## config.mk

```make
export PLATFORM = sky130hd
export DESIGN_NAME = obns_ctrl
export DESIGN_NICKNAME = d
export VERILOG_FILES = /design/src/hdl/obns_pkg.sv /design/src/hdl/obns_ctrl.sv
export SDC_FILE = /design/constraint.sdc
export NUM_CORES = 1
export LEC_CHECK = 0
export ABC_AREA = 1
export BUFFER_PORTS_ARGS = -buffer_cell sky130_fd_sc_hd__buf_2
export CORE_AREA = 2 2 39 41
export CTS_BUF_LIST = sky130_fd_sc_hd__clkbuf_8
export CTS_CLUSTER_DIAMETER = 100
export CTS_CLUSTER_SIZE = 16
export DETAILED_ROUTE_END_ITERATION = 16
export DIE_AREA = 0 0 41 43
export GPL_TIMING_DRIVEN = 0
export MAX_ROUTING_LAYER = met4
export PLACE_DENSITY = 0.71
export SYNTH_ARGS = -nofsm -noshare
export SYNTH_HDL_FRONTEND = slang
export SYNTH_SLANG_ARGS = --single-unit
```

## constraint.sdc

```tcl
create_clock -name clk -period 1.5 [get_ports clk]
set_input_delay 0 -clock clk [delete_from_list [all_inputs] [get_ports clk]]
set_output_delay 0 -clock clk [all_outputs]
set_load 0.01 [all_outputs]
```

## src/hdl/obns_pkg.sv

```systemverilog
// ----------------------------------------------------------------------------
// obns_pkg: shared types and constants for the octave noise smoother
// Field widths, register indexes, datapath select codes and the
// controller/datapath command and status structs.
// ----------------------------------------------------------------------------
package obns_pkg;

  // Parameter defaults
  localparam int MAX_ROWS_DEF    = 64;
  localparam int MAX_COLS_DEF    = 64;
  localparam int MAX_OCTAVES_DEF = 6;

  // Port field widths
  localparam int ROW_W     = 6;
  localparam int COL_W     = 6;
  localparam int SMP_W     = 16;
  localparam int VAL_W     = 20;
  localparam int CFG_IDX_W = 2;
  localparam int CFG_DAT_W = 16;

  // Register widths
  localparam int DIM_W  = 7;   // rows/cols in use, also wrapped coordinates
  localparam int OCT_W  = 3;
  localparam int PERS_W = 16;

  // Arithmetic widths
  localparam int AMP_W   = 17; // Q1.16 amplitude, up to 1.0
  localparam int NEAR_W  = 22; // one interpolated row
  localparam int MUL_A_W = 28; // holds the full interpolation
  localparam int MUL_B_W = 18;
  localparam int MAC_W   = MUL_A_W + MUL_B_W;
  localparam int TOT_W   = 22;
  localparam int SH_W    = 5;

  localparam logic [AMP_W-1:0] AMP_ONE = AMP_W'(65536);

  localparam logic signed [VAL_W-1:0] VAL_MAX = 20'sd524287;
  localparam logic signed [VAL_W-1:0] VAL_MIN = -20'sd524288;
  localparam logic signed [TOT_W-1:0] TOT_MAX = 22'sd524287;
  localparam logic signed [TOT_W-1:0] TOT_MIN = -22'sd524288;

  // Register indexes
  localparam logic [CFG_IDX_W-1:0] CFG_ROWS  = 2'd0;
  localparam logic [CFG_IDX_W-1:0] CFG_COLS  = 2'd1;
  localparam logic [CFG_IDX_W-1:0] CFG_OCTS  = 2'd2;
  localparam logic [CFG_IDX_W-1:0] CFG_PERS  = 2'd3;

  // Opcodes
  localparam logic OP_WRITE = 1'b0;
  localparam logic OP_QUERY = 1'b1;

  // Read coordinate select
  localparam int RSEL_W = 3;
  localparam logic [RSEL_W-1:0] RS_CENTER = 3'd0;
  localparam logic [RSEL_W-1:0] RS_C00    = 3'd1;
  localparam logic [RSEL_W-1:0] RS_C01    = 3'd2;
  localparam logic [RSEL_W-1:0] RS_C10    = 3'd3;
  localparam logic [RSEL_W-1:0] RS_C11    = 3'd4;

  // Multiplier operand select
  localparam int MSEL_W = 3;
  localparam logic [MSEL_W-1:0] MS_CORNER_WX0 = 3'd0;
  localparam logic [MSEL_W-1:0] MS_CORNER_WX1 = 3'd1;
  localparam logic [MSEL_W-1:0] MS_NEAR_WY0   = 3'd2;
  localparam logic [MSEL_W-1:0] MS_FAR_WY1    = 3'd3;
  localparam logic [MSEL_W-1:0] MS_MAC_AMP    = 3'd4;
  localparam logic [MSEL_W-1:0] MS_AMP_PERS   = 3'd5;

  typedef struct packed {
    logic [DIM_W-1:0]  rows;
    logic [DIM_W-1:0]  cols;
    logic [OCT_W-1:0]  octs;
    logic [PERS_W-1:0] pers;
  } cfg_t;

  typedef struct packed {
    logic              latch_in;
    logic              ram_we;
    logic              rd_en;
    logic [RSEL_W-1:0] rsel;
    logic [MSEL_W-1:0] msel;
    logic              mac_en;
    logic              mac_load;
    logic              near_en;
    logic              far_en;
    logic              amp_init;
    logic              amp_en;
    logic              div_start;
    logic              tot_init;
    logic              tot_add;
    logic              oct_inc;
    logic              out_load;
  } dp_cmd_t;

  typedef struct packed {
    logic div_busy;
    logic noct_zero;
    logic last_oct;
  } dp_stat_t;

endpackage

```

## src/hdl/obns_ctrl.sv

```systemverilog
// ----------------------------------------------------------------------------
// obns_ctrl: sequencer of the octave noise smoother
// Steps one item at a time through write, center read and the per-octave
// corner reads and multiply-accumulate; owns the result valid flag.
// ----------------------------------------------------------------------------
module obns_ctrl (
  input  logic                clk,
  input  logic                rst_n,
  input  logic                in_valid,
  input  logic                in_opcode,
  output logic                in_stall,
  output logic                out_valid,
  input  logic                out_stall,
  output obns_pkg::dp_cmd_t   cmd,
  input  obns_pkg::dp_stat_t  stat
);
  import obns_pkg::*;

  localparam logic [3:0] S_IDLE = 4'd0;
  localparam logic [3:0] S_WR   = 4'd1;
  localparam logic [3:0] S_CA   = 4'd2;
  localparam logic [3:0] S_CD   = 4'd3;
  localparam logic [3:0] S_AMP  = 4'd4;
  localparam logic [3:0] S_DIV  = 4'd5;
  localparam logic [3:0] S_R00  = 4'd6;
  localparam logic [3:0] S_R01  = 4'd7;
  localparam logic [3:0] S_R10  = 4'd8;
  localparam logic [3:0] S_R11  = 4'd9;
  localparam logic [3:0] S_M11  = 4'd10;
  localparam logic [3:0] S_IY0  = 4'd11;
  localparam logic [3:0] S_IY1  = 4'd12;
  localparam logic [3:0] S_PRD  = 4'd13;
  localparam logic [3:0] S_ACC  = 4'd14;
  localparam logic [3:0] S_FIN  = 4'd15;

  logic [3:0] state_r, state_nxt;
  logic       ovalid_r, ovalid_nxt;

  assign in_stall  = (state_r != S_IDLE);
  assign out_valid = ovalid_r;

  always_comb begin
    state_nxt    = state_r;
    ovalid_nxt   = ovalid_r && out_stall;
    cmd          = '0;
    cmd.rsel     = RS_CENTER;
    cmd.msel     = MS_CORNER_WX0;
    case (state_r)
      S_IDLE: begin
        if (in_valid) begin
          cmd.latch_in = 1'b1;
          state_nxt    = (in_opcode == OP_QUERY) ? S_CA : S_WR;
        end
      end
      S_WR: begin
        cmd.ram_we = 1'b1;
        state_nxt  = S_IDLE;
      end
      S_CA: begin
        cmd.rd_en = 1'b1;
        cmd.rsel  = RS_CENTER;
        state_nxt = S_CD;
      end
      S_CD: begin
        cmd.tot_init = 1'b1;
        cmd.amp_init = 1'b1;
        state_nxt    = stat.noct_zero ? S_FIN : S_AMP;
      end
      S_AMP: begin
        cmd.msel      = MS_AMP_PERS;
        cmd.amp_en    = 1'b1;
        cmd.div_start = 1'b1;
        state_nxt     = S_DIV;
      end
      S_DIV: begin
        if (!stat.div_busy) begin
          state_nxt = S_R00;
        end
      end
      S_R00: begin
        cmd.rd_en = 1'b1;
        cmd.rsel  = RS_C00;
        state_nxt = S_R01;
      end
      S_R01: begin
        cmd.rd_en    = 1'b1;
        cmd.rsel     = RS_C01;
        cmd.msel     = MS_CORNER_WX0;
        cmd.mac_en   = 1'b1;
        cmd.mac_load = 1'b1;
        state_nxt    = S_R10;
      end
      S_R10: begin
        cmd.rd_en  = 1'b1;
        cmd.rsel   = RS_C10;
        cmd.msel   = MS_CORNER_WX1;
        cmd.mac_en = 1'b1;
        state_nxt  = S_R11;
      end
      S_R11: begin
        cmd.rd_en    = 1'b1;
        cmd.rsel     = RS_C11;
        cmd.near_en  = 1'b1;
        cmd.msel     = MS_CORNER_WX0;
        cmd.mac_en   = 1'b1;
        cmd.mac_load = 1'b1;
        state_nxt    = S_M11;
      end
      S_M11: begin
        cmd.msel   = MS_CORNER_WX1;
        cmd.mac_en = 1'b1;
        state_nxt  = S_IY0;
      end
      S_IY0: begin
        cmd.far_en   = 1'b1;
        cmd.msel     = MS_NEAR_WY0;
        cmd.mac_en   = 1'b1;
        cmd.mac_load = 1'b1;
        state_nxt    = S_IY1;
      end
      S_IY1: begin
        cmd.msel   = MS_FAR_WY1;
        cmd.mac_en = 1'b1;
        state_nxt  = S_PRD;
      end
      S_PRD: begin
        cmd.msel     = MS_MAC_AMP;
        cmd.mac_en   = 1'b1;
        cmd.mac_load = 1'b1;
        state_nxt    = S_ACC;
      end
      S_ACC: begin
        cmd.tot_add = 1'b1;
        cmd.oct_inc = 1'b1;
        state_nxt   = stat.last_oct ? S_FIN : S_AMP;
      end
      S_FIN: begin
        // output register frees up this cycle or is already empty
        if (!ovalid_r || !out_stall) begin
          cmd.out_load = 1'b1;
          ovalid_nxt   = 1'b1;
          state_nxt    = S_IDLE;
        end
      end
      default: begin
        state_nxt = S_IDLE;
      end
    endcase
  end

  always_ff @(posedge clk) begin
    if (!rst_n) begin
      state_r  <= S_IDLE;
      ovalid_r <= 1'b0;
    end else begin
      state_r  <= state_nxt;
      ovalid_r <= ovalid_nxt;
    end
  end

endmodule

```

# Yosys cells after proc, flatten, opt, wreduce, memory -nomap -nowiden
# Index checks and enable logic that the tools add are counted.
[totals]
out_inout_bits = 22
inputBits = 8
wordCells = 53
regBits = 5
[op_classes]
reduce_logical = 10
mux = 23
n_eq_ne = 18
[op_table]
columns = ["operator", "count"]
rows = [
  ["$pmux 4 s16", 1],
  ["$eq 4x4->1 const B", 8],
  ["$mux 4", 5],
  ["$pmux 4 s5", 1],
  ["$eq 4x3->1 const B", 4],
  ["$pmux 3 s5", 1],
  ["$mux 1", 12],
  ["$eq 4x2->1 const B", 2],
  ["$reduce_or 7->1", 1],
  ["$mux 2", 3],
  ["$ne 2x2->1 const B", 3],
  ["$eq 4x1->1 const B", 1],
  ["$logic_not 4->1", 1],
  ["$reduce_bool 4->1", 1],
  ["$reduce_or 4->1", 1],
  ["$reduce_and 3->1", 1],
  ["$logic_not 1->1", 2],
  ["$reduce_or 2->1", 1],
  ["$logic_and 1x1->1", 1],
  ["$logic_or 1x1->1", 1],
]

# Logic depth before layout (Yosys ltp)
# Gate-level depths: netlist of run 1.
[depth]
ltp_word = 4
depth_mapped = 8
mapped_depth_nobuf = 8

# Worst setup path before layout of run 1
# OpenSTA, ideal clock, no wires.
[synth_path]
path_kind = "reg-to-reg"
start = "reg state_r[1]"
end = "reg state_r[2]"
required_time_ns = 1.382
setup_time_ns = 0.118
arrival_time_ns = 1.048
period_less_slack_ns = 1.166
path_stages_with_launch = 8
slack_ns = 0.334
path_buffers = 0
cell_sequence = "dfxtp_1 -> nand2_2 -> nor2_2 -> nand2_1 -> nand3_2 -> nor2_1 -> o21ai_1 -> nor2_1"
[synth_via]
elab_chain_len = 3
word_cells_on_any_way = 21
cone_classes = "eq/ne: 18; mux: 1; reduce/logical: 2"
[synth_rtl]
columns = ["item", "line_no", "source"]
rows = [
  ["start: declaration", "obns_ctrl.sv:36", "logic [3:0] state_r, state_nxt;"],
  ["start signal: assignment", "obns_ctrl.sv:156", "state_r <= state_nxt;"],
  ["$eq 4x4->1 (tied with other cells)", "obns_ctrl.sv:48", "case (state_r)"],
  ["$ne 2x2->1 (no source line)", "n/a", ""],
  ["$reduce_and 3->1 (no source line)", "n/a", ""],
]
# Parallel ways exist; a longest one is shown, timed or not.
# A chain may end at the register's enable or synchronous reset.

# Final worst setup path of run 1
# Same ends and word-level chain as after synthesis.

==> results of run 1 <==
## flip-flops by register name, summed over array words and instances, names as in the netlist
register,flops
out_valid,1
state_r,4
## cell usage in the layout (no fill, tap or decap)
master                       n
sky130_fd_sc_hd__inv_1      20
sky130_fd_sc_hd__o21ai_1     2
sky130_fd_sc_hd__clkbuf_8    3
sky130_fd_sc_hd__a21oi_1     3
sky130_fd_sc_hd__o211ai_1    2
sky130_fd_sc_hd__nand2_2     1
sky130_fd_sc_hd__dfxtp_2     1
sky130_fd_sc_hd__nand3_1     5
sky130_fd_sc_hd__nor2_2      5
sky130_fd_sc_hd__o22ai_1     1
sky130_fd_sc_hd__nor2_1     18
sky130_fd_sc_hd__buf_2      29
sky130_fd_sc_hd__nand2_1    20
sky130_fd_sc_hd__nand3_2     1
sky130_fd_sc_hd__inv_2       4
sky130_fd_sc_hd__dfxtp_1     4
sky130_fd_sc_hd__nor3_1      1
sky130_fd_sc_hd__o2111ai_1   1
sky130_fd_sc_hd__o21ai_0     3
sky130_fd_sc_hd__nand4_1     1
sky130_fd_sc_hd__buf_4       3
## worst max path at each step
stage                     startpoint    endpoint  slack [ns]
after floorplan           state_r[1]  state_r[2]        0.33
after global placement    state_r[1]  state_r[2]        0.15
after detailed placement  state_r[1]  state_r[2]        0.15
after CTS                 state_r[2]     cmd[13]        0.07
after global routing      state_r[1]  state_r[2]       0.006
final                     state_r[1]  state_r[2]        0.15
## power by group
group          switching (uW)  leakage (uW)  internal (uW)  total, uW
registers                66.1     0.0000413            169        236
logic                     384      0.000414            227        612
clock network            66.3     0.0000269            175        242
total                     517      0.000482            572       1090
## per-stage QoR
step | power (uW) | instance area (um2) | std cells | setup WS (ns)
detailed placement | 848.4 | 665.6 | 140 | 0.1541
CTS | 1096 | 710.7 | 144 | 0.07267
global route | 1208 | 716.9 | 144 | 0.006403
global placement | 844.2 | 665.6 | 140 | 0.1484
finish | 1089 | 716.9 | 144 | 0.1503
floorplan | 662.3 | 500.5 | 95 | 0.3337
## layer usage
layer	GRT usage	up-vias	part of all wire	wire [um]
met2	0.2781	27	0.49	651
li1	-	358	-	-
met5	-	-	0	0
met4	0.1200	0	0.021	28
met1	0.2104	280	0.42	568
met3	0.03141	3	0.069	92
## logic make-up after synthesis
kind of cell / after synthesis / synth area share
flip-flops: 5 / 0.2000
AO/OA/AOI/OAI: 12 / 0.1400
buffers and inverters: 26 / 0.2175
AND/OR/NAND/NOR: 52 / 0.4425
## area by class of cell
| cell class | instances | area, um2 |
|---|---|---|
| sequential | 5 | 101.3 |
| fill | 148 | 666.9 |
| inverter | 23 | 86.33 |
| timing repair buffer | 29 | 145.1 |
| buffer | 3 | 22.52 |
| clock buffer | 3 | 41.29 |
| tap | 16 | 20.02 |
| clock inverter | 1 | 3.754 |
| multi-input combinational | 64 | 296.5 |
## timing repair
action / CTS / global route
hold buffers: 0 / 0
endpoints found under the hold margin: 0 / 0
endpoints found under the setup margin: 0 / 3
resized for setup: 0 / 3
buffers inserted: 0 / 0
## worst reg2reg max path, stage by stage (launching register included)
cell	delay, ns
sky130_fd_sc_hd__dfxtp_1	0.46
sky130_fd_sc_hd__nand2_2	0.18
sky130_fd_sc_hd__nor2_2	0.15
sky130_fd_sc_hd__nand2_1	0.11
sky130_fd_sc_hd__nand3_2	0.12
sky130_fd_sc_hd__nor2_1	0.05
sky130_fd_sc_hd__o21ai_1	0.11
sky130_fd_sc_hd__nor2_1	0.04
==> impl_metrics.xml, run 1 <==
<?xml version="1.0" encoding="UTF-8"?>
<metrics>
  <group name="timing">
    <metric name="finalCritPeriodShare" unit="">0.8998</metric>
    <metric name="timing.fmax" unit="MHz">740.9</metric>
    <metric name="grt_setup_unrepaired" unit="">false</metric>
    <metric name="final_number_of_hold_violating_endpoints" unit="">1</metric>
    <metric name="slew-limit-headroom" unit="">0.8184</metric>
    <metric name="hold_ws" unit="ns">-0.002357</metric>
    <metric name="tightest_slew" unit="ns">0.2720</metric>
    <metric name="setup_tns" unit="ns">0</metric>
    <metric name="final_max_slew_viol_count" unit="">0</metric>
    <metric name="maximum_clock_skew_at_final_layout" unit="ns">0.001680</metric>
    <metric name="finalCriticalPeriod" unit="ns">1.350</metric>
    <metric name="setup_viol" unit="">0</metric>
  </group>
  <group name="detailed_routing">
    <metric name="postRouteWirelength" unit="um">1340</metric>
    <metric name="drc_errors" unit="">0</metric>
    <metric name="drt-initial-drc-count" unit="">10</metric>
    <metric name="drt_pre_antenna_iters" unit="">4</metric>
    <metric name="ant_nets" unit="">0</metric>
    <metric name="routed_wire_length_per_instance" unit="um">9.306</metric>
    <metric name="avgViaCountPerCell" unit="">4.639</metric>
    <metric name="num_vias" unit="">668</metric>
  </group>
  <group name="floorplanning">
    <metric name="design.die.area" unit="um2">1763</metric>
    <metric name="floorplan.core_area" unit="um2">1384</metric>
    <metric name="die_w" unit="um">41</metric>
    <metric name="die_h" unit="um">43</metric>
    <metric name="row_count" unit="">14</metric>
    <metric name="boundaryPins" unit="">30</metric>
    <metric name="start_util" unit="">0.3617</metric>
  </group>
  <group name="place">
    <metric name="placement.io_buffers" unit="">29</metric>
    <metric name="hpwl" unit="um">1126</metric>
    <metric name="rd_place_congestion" unit="">0.8749</metric>
  </group>
  <group name="synth">
    <metric name="async_reset_ff_frac" unit="">0</metric>
    <metric name="synth_area_leaders" unit="">sky130_fd_sc_hd__dfxtp_1 (20%), sky130_fd_sc_hd__nand2_1 (15%), sky130_fd_sc_hd__nor2_1 (15%), sky130_fd_sc_hd__inv_1 (14%), sky130_fd_sc_hd__nand3_1 (5.0%)</metric>
    <metric name="synth_commonest_cells" unit="">sky130_fd_sc_hd__nand2_1 (20), sky130_fd_sc_hd__nor2_1 (20), sky130_fd_sc_hd__inv_1 (19), sky130_fd_sc_hd__dfxtp_1 (5), sky130_fd_sc_hd__nand3_1 (5)</metric>
    <metric name="seq_total_area_yosys" unit="">0.2000</metric>
    <metric name="ys_seq_elements" unit="">5</metric>
    <metric name="postSynthCellCount" unit="">95</metric>
    <metric name="synth_top_flop_cell" unit="">sky130_fd_sc_hd__dfxtp_1</metric>
    <metric name="yosys.area.top_type" unit="">sky130_fd_sc_hd__dfxtp_1</metric>
    <metric name="netlist_area" unit="um2">500.5</metric>
    <metric name="post_synth.cell_area_avg" unit="um2">5.268</metric>
    <metric name="synthDistinctLibCells" unit="">18</metric>
    <metric name="synth_enable_flop_cells" unit="">0</metric>
    <metric name="synth-warning-count" unit="">0</metric>
    <metric name="syn-num-nets" unit="">103</metric>
    <metric name="netlist.area_leader.share" unit="">0.2000</metric>
  </group>
  <group name="grt">
    <metric name="grt_first_pass_wirelength" unit="um">2111</metric>
    <metric name="grt_overflow_total" unit="">0</metric>
    <metric name="grt_pass1_vias" unit="">562</metric>
    <metric name="antenna_found_initial" unit="">0</metric>
    <metric name="gr-usage-all-layers" unit="">0.1835</metric>
    <metric name="grt_max_degree" unit="">9</metric>
  </group>
  <group name="pwr">
    <metric name="cell_leakage_power" unit="uW">0.0004823</metric>
    <metric name="power_per_cell_area" unit="nW/um2">1519</metric>
    <metric name="max-vdd-ir-drop" unit="uV">869.0</metric>
  </group>
  <group name="critical_path">
    <metric name="crit_path_max_fanout" unit="">8</metric>
    <metric name="timing.critical_path.to_type" unit="">flop</metric>
    <metric name="crit_path_cells" unit="">nand2_2, nor2_2, nand2_1, nand3_2, nor2_1, o21ai_1, nor2_1</metric>
    <metric name="critPathTopFamily" unit="">simple AND/OR/NAND/NOR gates</metric>
    <metric name="data_arrival_time_at_the_worst_slack_endpoint" unit="ns">1.46</metric>
    <metric name="rr_startpoint" unit="">state_r[1]</metric>
    <metric name="worst-r2r-cell-count" unit="">7</metric>
    <metric name="timing.reg2reg.setup_slack" unit="ns">0.15</metric>
    <metric name="cpMaxStageDelayCell" unit="">sky130_fd_sc_hd__dfxtp_1</metric>
    <metric name="timing_worst_setup_path_type" unit="">flop to flop</metric>
    <metric name="cpMostUsedCell" unit="">sky130_fd_sc_hd__nor2_1</metric>
    <metric name="r2r-end" unit="">state_r[2]</metric>
    <metric name="cp.required" unit="ns">1.61</metric>
    <metric name="crit_path_start_kind" unit="">flop</metric>
    <metric name="timing.critical_path.depth" unit="">7</metric>
    <metric name="path_buf_inv" unit="">0</metric>
    <metric name="critPathMaxStageDelay" unit="ns">0.46</metric>
  </group>
  <group name="final_layout">
    <metric name="layout-drive-gt1-share" unit="">0.3672</metric>
    <metric name="final_nets" unit="">137</metric>
    <metric name="flow.area_growth_from_synthesis" unit="%">43.25</metric>
    <metric name="num_antenna_cells" unit="">0</metric>
    <metric name="final_core_util" unit="">0.5181</metric>
  </group>
  <group name="status">
    <metric name="failing_checks" unit="">negative hold slack</metric>
    <metric name="outcome" unit="">finished with violations</metric>
  </group>
  <group name="hold_path">
    <metric name="worst_hold_startpoint" unit="">rst_n</metric>
    <metric name="min_path_cells" unit="">3</metric>
    <metric name="hold_end" unit="">state_r[3]</metric>
    <metric name="min_path_type" unit="">input pin to flop</metric>
  </group>
  <group name="clocking">
    <metric name="cts_inserted_buffers" unit="">3</metric>
    <metric name="htree_num_levels" unit="">1</metric>
    <metric name="max-clock-path-buffers" unit="">2</metric>
    <metric name="tritoncts" unit="">yes</metric>
    <metric name="cts_root_buffer" unit="">sky130_fd_sc_hd__clkbuf_8</metric>
    <metric name="cts_num_sinks" unit="">5</metric>
    <metric name="clock_latency" unit="ns">0.22</metric>
    <metric name="clock_transition_at_the_registers_of_the_reported_paths" unit="ns">0.03</metric>
  </group>
  <group name="run">
    <metric name="max_cap_viol_count" unit="">0</metric>
  </group>
</metrics>
(Power assumes the default switching activity.)
==> run 2: changes to the inputs <==
--- a/config.mk
+++ b/config.mk
@@ -7,15 +7,15 @@
 export LEC_CHECK = 0
 export ABC_AREA = 1
 export BUFFER_PORTS_ARGS = -buffer_cell sky130_fd_sc_hd__buf_2
-export CORE_AREA = 2 2 39 41
+export CORE_MARGIN = 2
+export CORE_UTILIZATION = 35
 export CTS_BUF_LIST = sky130_fd_sc_hd__clkbuf_8
 export CTS_CLUSTER_DIAMETER = 100
 export CTS_CLUSTER_SIZE = 16
 export DETAILED_ROUTE_END_ITERATION = 16
-export DIE_AREA = 0 0 41 43
 export GPL_TIMING_DRIVEN = 0
 export MAX_ROUTING_LAYER = met4
-export PLACE_DENSITY = 0.71
+export PLACE_DENSITY = 0.67
 export SYNTH_ARGS = -nofsm -noshare
 export SYNTH_HDL_FRONTEND = slang
 export SYNTH_SLANG_ARGS = --single-unit
==> run 2 against run 1 <==
Effect of this change:
- the flow now finishes without violations
- maximum frequency shrank 2.2%
- first-iteration DRC count grew 50%
- die area shrank 0.82%
- cell count is the same
- register-to-register slack lost 0.03 ns
- routed wire length grew 0.15%
- critical path depth shrank 2
- sequential power is essentially flat
- total power grew 0.74%
- flip-flop and latch count is the same
- non-clock buffer count grew 1
- sequential share of layout area shrank 0.27 points
- critical endpoint is now cmd[6]
==> impl_metrics.xml, run 2 (synthesis gave the netlist of run 1 again) <==
<?xml version="1.0" encoding="UTF-8"?>
<metrics>
  <group name="status">
    <metric name="outcome" unit="">finished clean</metric>
  </group>
  <group name="grt">
    <metric name="grt_overflow_total" unit="">0</metric>
    <metric name="grt_pass1_vias" unit="">491</metric>
    <metric name="antenna_found_initial" unit="">0</metric>
    <metric name="gr-usage-all-layers" unit="">0.1567</metric>
    <metric name="grt_max_degree" unit="">9</metric>
    <metric name="grt_first_pass_wirelength" unit="um">2083</metric>
  </group>
  <group name="detailed_routing">
    <metric name="drt_pre_antenna_iters" unit="">4</metric>
    <metric name="num_vias" unit="">655</metric>
    <metric name="drt-initial-drc-count" unit="">15</metric>
    <metric name="ant_nets" unit="">0</metric>
    <metric name="avgViaCountPerCell" unit="">4.549</metric>
    <metric name="postRouteWirelength" unit="um">1342</metric>
    <metric name="routed_wire_length_per_instance" unit="um">9.319</metric>
    <metric name="drc_errors" unit="">0</metric>
  </group>
  <group name="final_layout">
    <metric name="largest_register" unit="">state_r</metric>
    <metric name="top_library_cells_by_usage_in_the_layout_fill_and_taps_aside" unit="">sky130_fd_sc_hd__buf_2 (29), sky130_fd_sc_hd__inv_1 (20), sky130_fd_sc_hd__nand2_1 (20)</metric>
    <metric name="largest_reg_flops" unit="">4</metric>
    <metric name="layout-drive-gt1-share" unit="">0.3488</metric>
    <metric name="num_antenna_cells" unit="">0</metric>
    <metric name="flow.area_growth_from_synthesis" unit="%">44.25</metric>
    <metric name="instances_no_fill" unit="">144</metric>
    <metric name="layout_commonest_cell" unit="">sky130_fd_sc_hd__buf_2</metric>
    <metric name="final_nets" unit="">138</metric>
  </group>
  <group name="critical_path">
    <metric name="crit_path_start_kind" unit="">flop</metric>
    <metric name="cp.required" unit="ns">1.50</metric>
    <metric name="timing_worst_setup_path_type" unit="">flop to output port</metric>
    <metric name="rr_startpoint" unit="">state_r[1]</metric>
    <metric name="r2r-end" unit="">state_r[2]</metric>
    <metric name="crit_path_max_fanout" unit="">5</metric>
    <metric name="critical_path.startpoint" unit="">state_r[3]</metric>
    <metric name="timing.critical_path.to_type" unit="">output port</metric>
    <metric name="worst-r2r-cell-count" unit="">7</metric>
    <metric name="timing.reg2reg.setup_slack" unit="ns">0.12</metric>
    <metric name="data_arrival_time_at_the_worst_slack_endpoint" unit="ns">1.38</metric>
  </group>
  <group name="clocking">
    <metric name="htree_num_levels" unit="">1</metric>
    <metric name="clock_transition_at_the_registers_of_the_reported_paths" unit="ns">0.04</metric>
    <metric name="post_cts.repair.setup_buffers" unit="">0</metric>
    <metric name="cts_inserted_buffers" unit="">3</metric>
    <metric name="tritoncts" unit="">yes</metric>
    <metric name="cts_root_buffer" unit="">sky130_fd_sc_hd__clkbuf_8</metric>
    <metric name="clock_latency" unit="ns">0.22</metric>
    <metric name="cts_num_sinks" unit="">5</metric>
    <metric name="max-clock-path-buffers" unit="">2</metric>
  </group>
  <group name="timing">
    <metric name="final_number_of_hold_violating_endpoints" unit="">0</metric>
    <metric name="slew-limit-headroom" unit="">0.7815</metric>
    <metric name="maximum_clock_skew_at_final_layout" unit="ns">0.0001296</metric>
    <metric name="tightest_slew" unit="ns">0.3265</metric>
    <metric name="final_max_slew_viol_count" unit="">0</metric>
    <metric name="worst_slack" unit="ns">0.1198</metric>
    <metric name="setup_tns" unit="ns">0</metric>
    <metric name="grt_setup_unrepaired" unit="">true</metric>
    <metric name="setup_viol" unit="">0</metric>
    <metric name="finalCritPeriodShare" unit="">0.9201</metric>
    <metric name="timing.fmax" unit="MHz">724.5</metric>
    <metric name="finalCriticalPeriod" unit="ns">1.380</metric>
  </group>
  <group name="pwr">
    <metric name="power_per_cell_area" unit="nW/um2">1519</metric>
    <metric name="max-vdd-ir-drop" unit="uV">865.7</metric>
    <metric name="cell_leakage_power" unit="uW">0.0004851</metric>
    <metric name="power" unit="uW">1097</metric>
  </group>
  <group name="place">
    <metric name="post-place-ws" unit="ns">0.1420</metric>
    <metric name="placement.io_buffers" unit="">29</metric>
    <metric name="numPlacedInstances" unit="">139</metric>
    <metric name="rd_place_congestion" unit="">0.9121</metric>
    <metric name="hpwl" unit="um">1106</metric>
  </group>
  <group name="hold_path">
    <metric name="worst_hold_startpoint" unit="">out_stall</metric>
    <metric name="min_path_type" unit="">input pin to flop</metric>
    <metric name="hold_end" unit="">out_valid</metric>
    <metric name="min_path_cells" unit="">3</metric>
  </group>
  <group name="floorplanning">
    <metric name="boundaryPins" unit="">30</metric>
    <metric name="die_w" unit="um">41.82</metric>
    <metric name="floorplan.core_area" unit="um2">1318</metric>
    <metric name="design.die.area" unit="um2">1748</metric>
    <metric name="start_util" unit="">0.3799</metric>
    <metric name="row_count" unit="">13</metric>
    <metric name="die_h" unit="um">41.82</metric>
  </group>
  <group name="run">
    <metric name="max_cap_viol_count" unit="">0</metric>
  </group>
</metrics>
==> run 2: cell type report <==
cell class | instances | area, um2
tap | 15 | 18.77
buffer | 3 | 22.52
timing repair buffer | 30 | 155.1
multi-input combinational | 64 | 294.0
clock inverter | 1 | 3.754
inverter | 23 | 86.33
clock buffer | 3 | 41.29
fill | 154 | 595.6
sequential | 5 | 100.1
==> run 2: worst max-delay path: stages (launching register included) <==
cell and delay (ns):
sky130_fd_sc_hd__dfxtp_1 0.34, sky130_fd_sc_hd__nor2_1 0.30, sky130_fd_sc_hd__inv_1 0.10, sky130_fd_sc_hd__nor2_1 0.18, sky130_fd_sc_hd__buf_4 0.13, sky130_fd_sc_hd__buf_2 0.11
==> run 2: power breakdown <==
group / switching (uW) / internal (uW) / total, uW
clock: 71.0 / 176 / 247
combinational: 388 / 228 / 615
sequential: 66.3 / 168 / 235
==> run 2: repair_timing <==
item	in CTS	in global routing
hold buffers	1	0
hold endpoints to repair	1	0
setup endpoints to repair	0	4
resized for setup	0	1
==> run 2: worst max path at each step <==
stage	slack, ns	endpoint	cells after the start
floorplan	0.33	state_r[2]	7
global placement	0.14	state_r[2]	7
detailed placement	0.14	state_r[2]	7
CTS	0.07	cmd[13]	7
global route	-0.02	cmd[13]	7
finish	0.12	cmd[6]	5
==> run 2: stage by stage <==
step                hold WS [ns]  cell area [um2]  utilization
finish                   0.04716            721.9       0.5480
global route             0.08771            721.9       0.5480
CTS                      0.04378            719.4       0.5461
detailed placement        0.2229            664.4       0.5043
global placement          0.2152            664.4       0.5043
floorplan                0.09763            500.5            -
==> run 2: metal layers <==
layer / vias to the layer above / global-route usage / part of all wire
li1: 360 / - / -
met1: 269 / 0.2079 / 0.48
met2: 24 / 0.2281 / 0.43
met3: 2 / 0.03913 / 0.074
met4: 0 / 0.05806 / 0.013
met5: - / - / 0
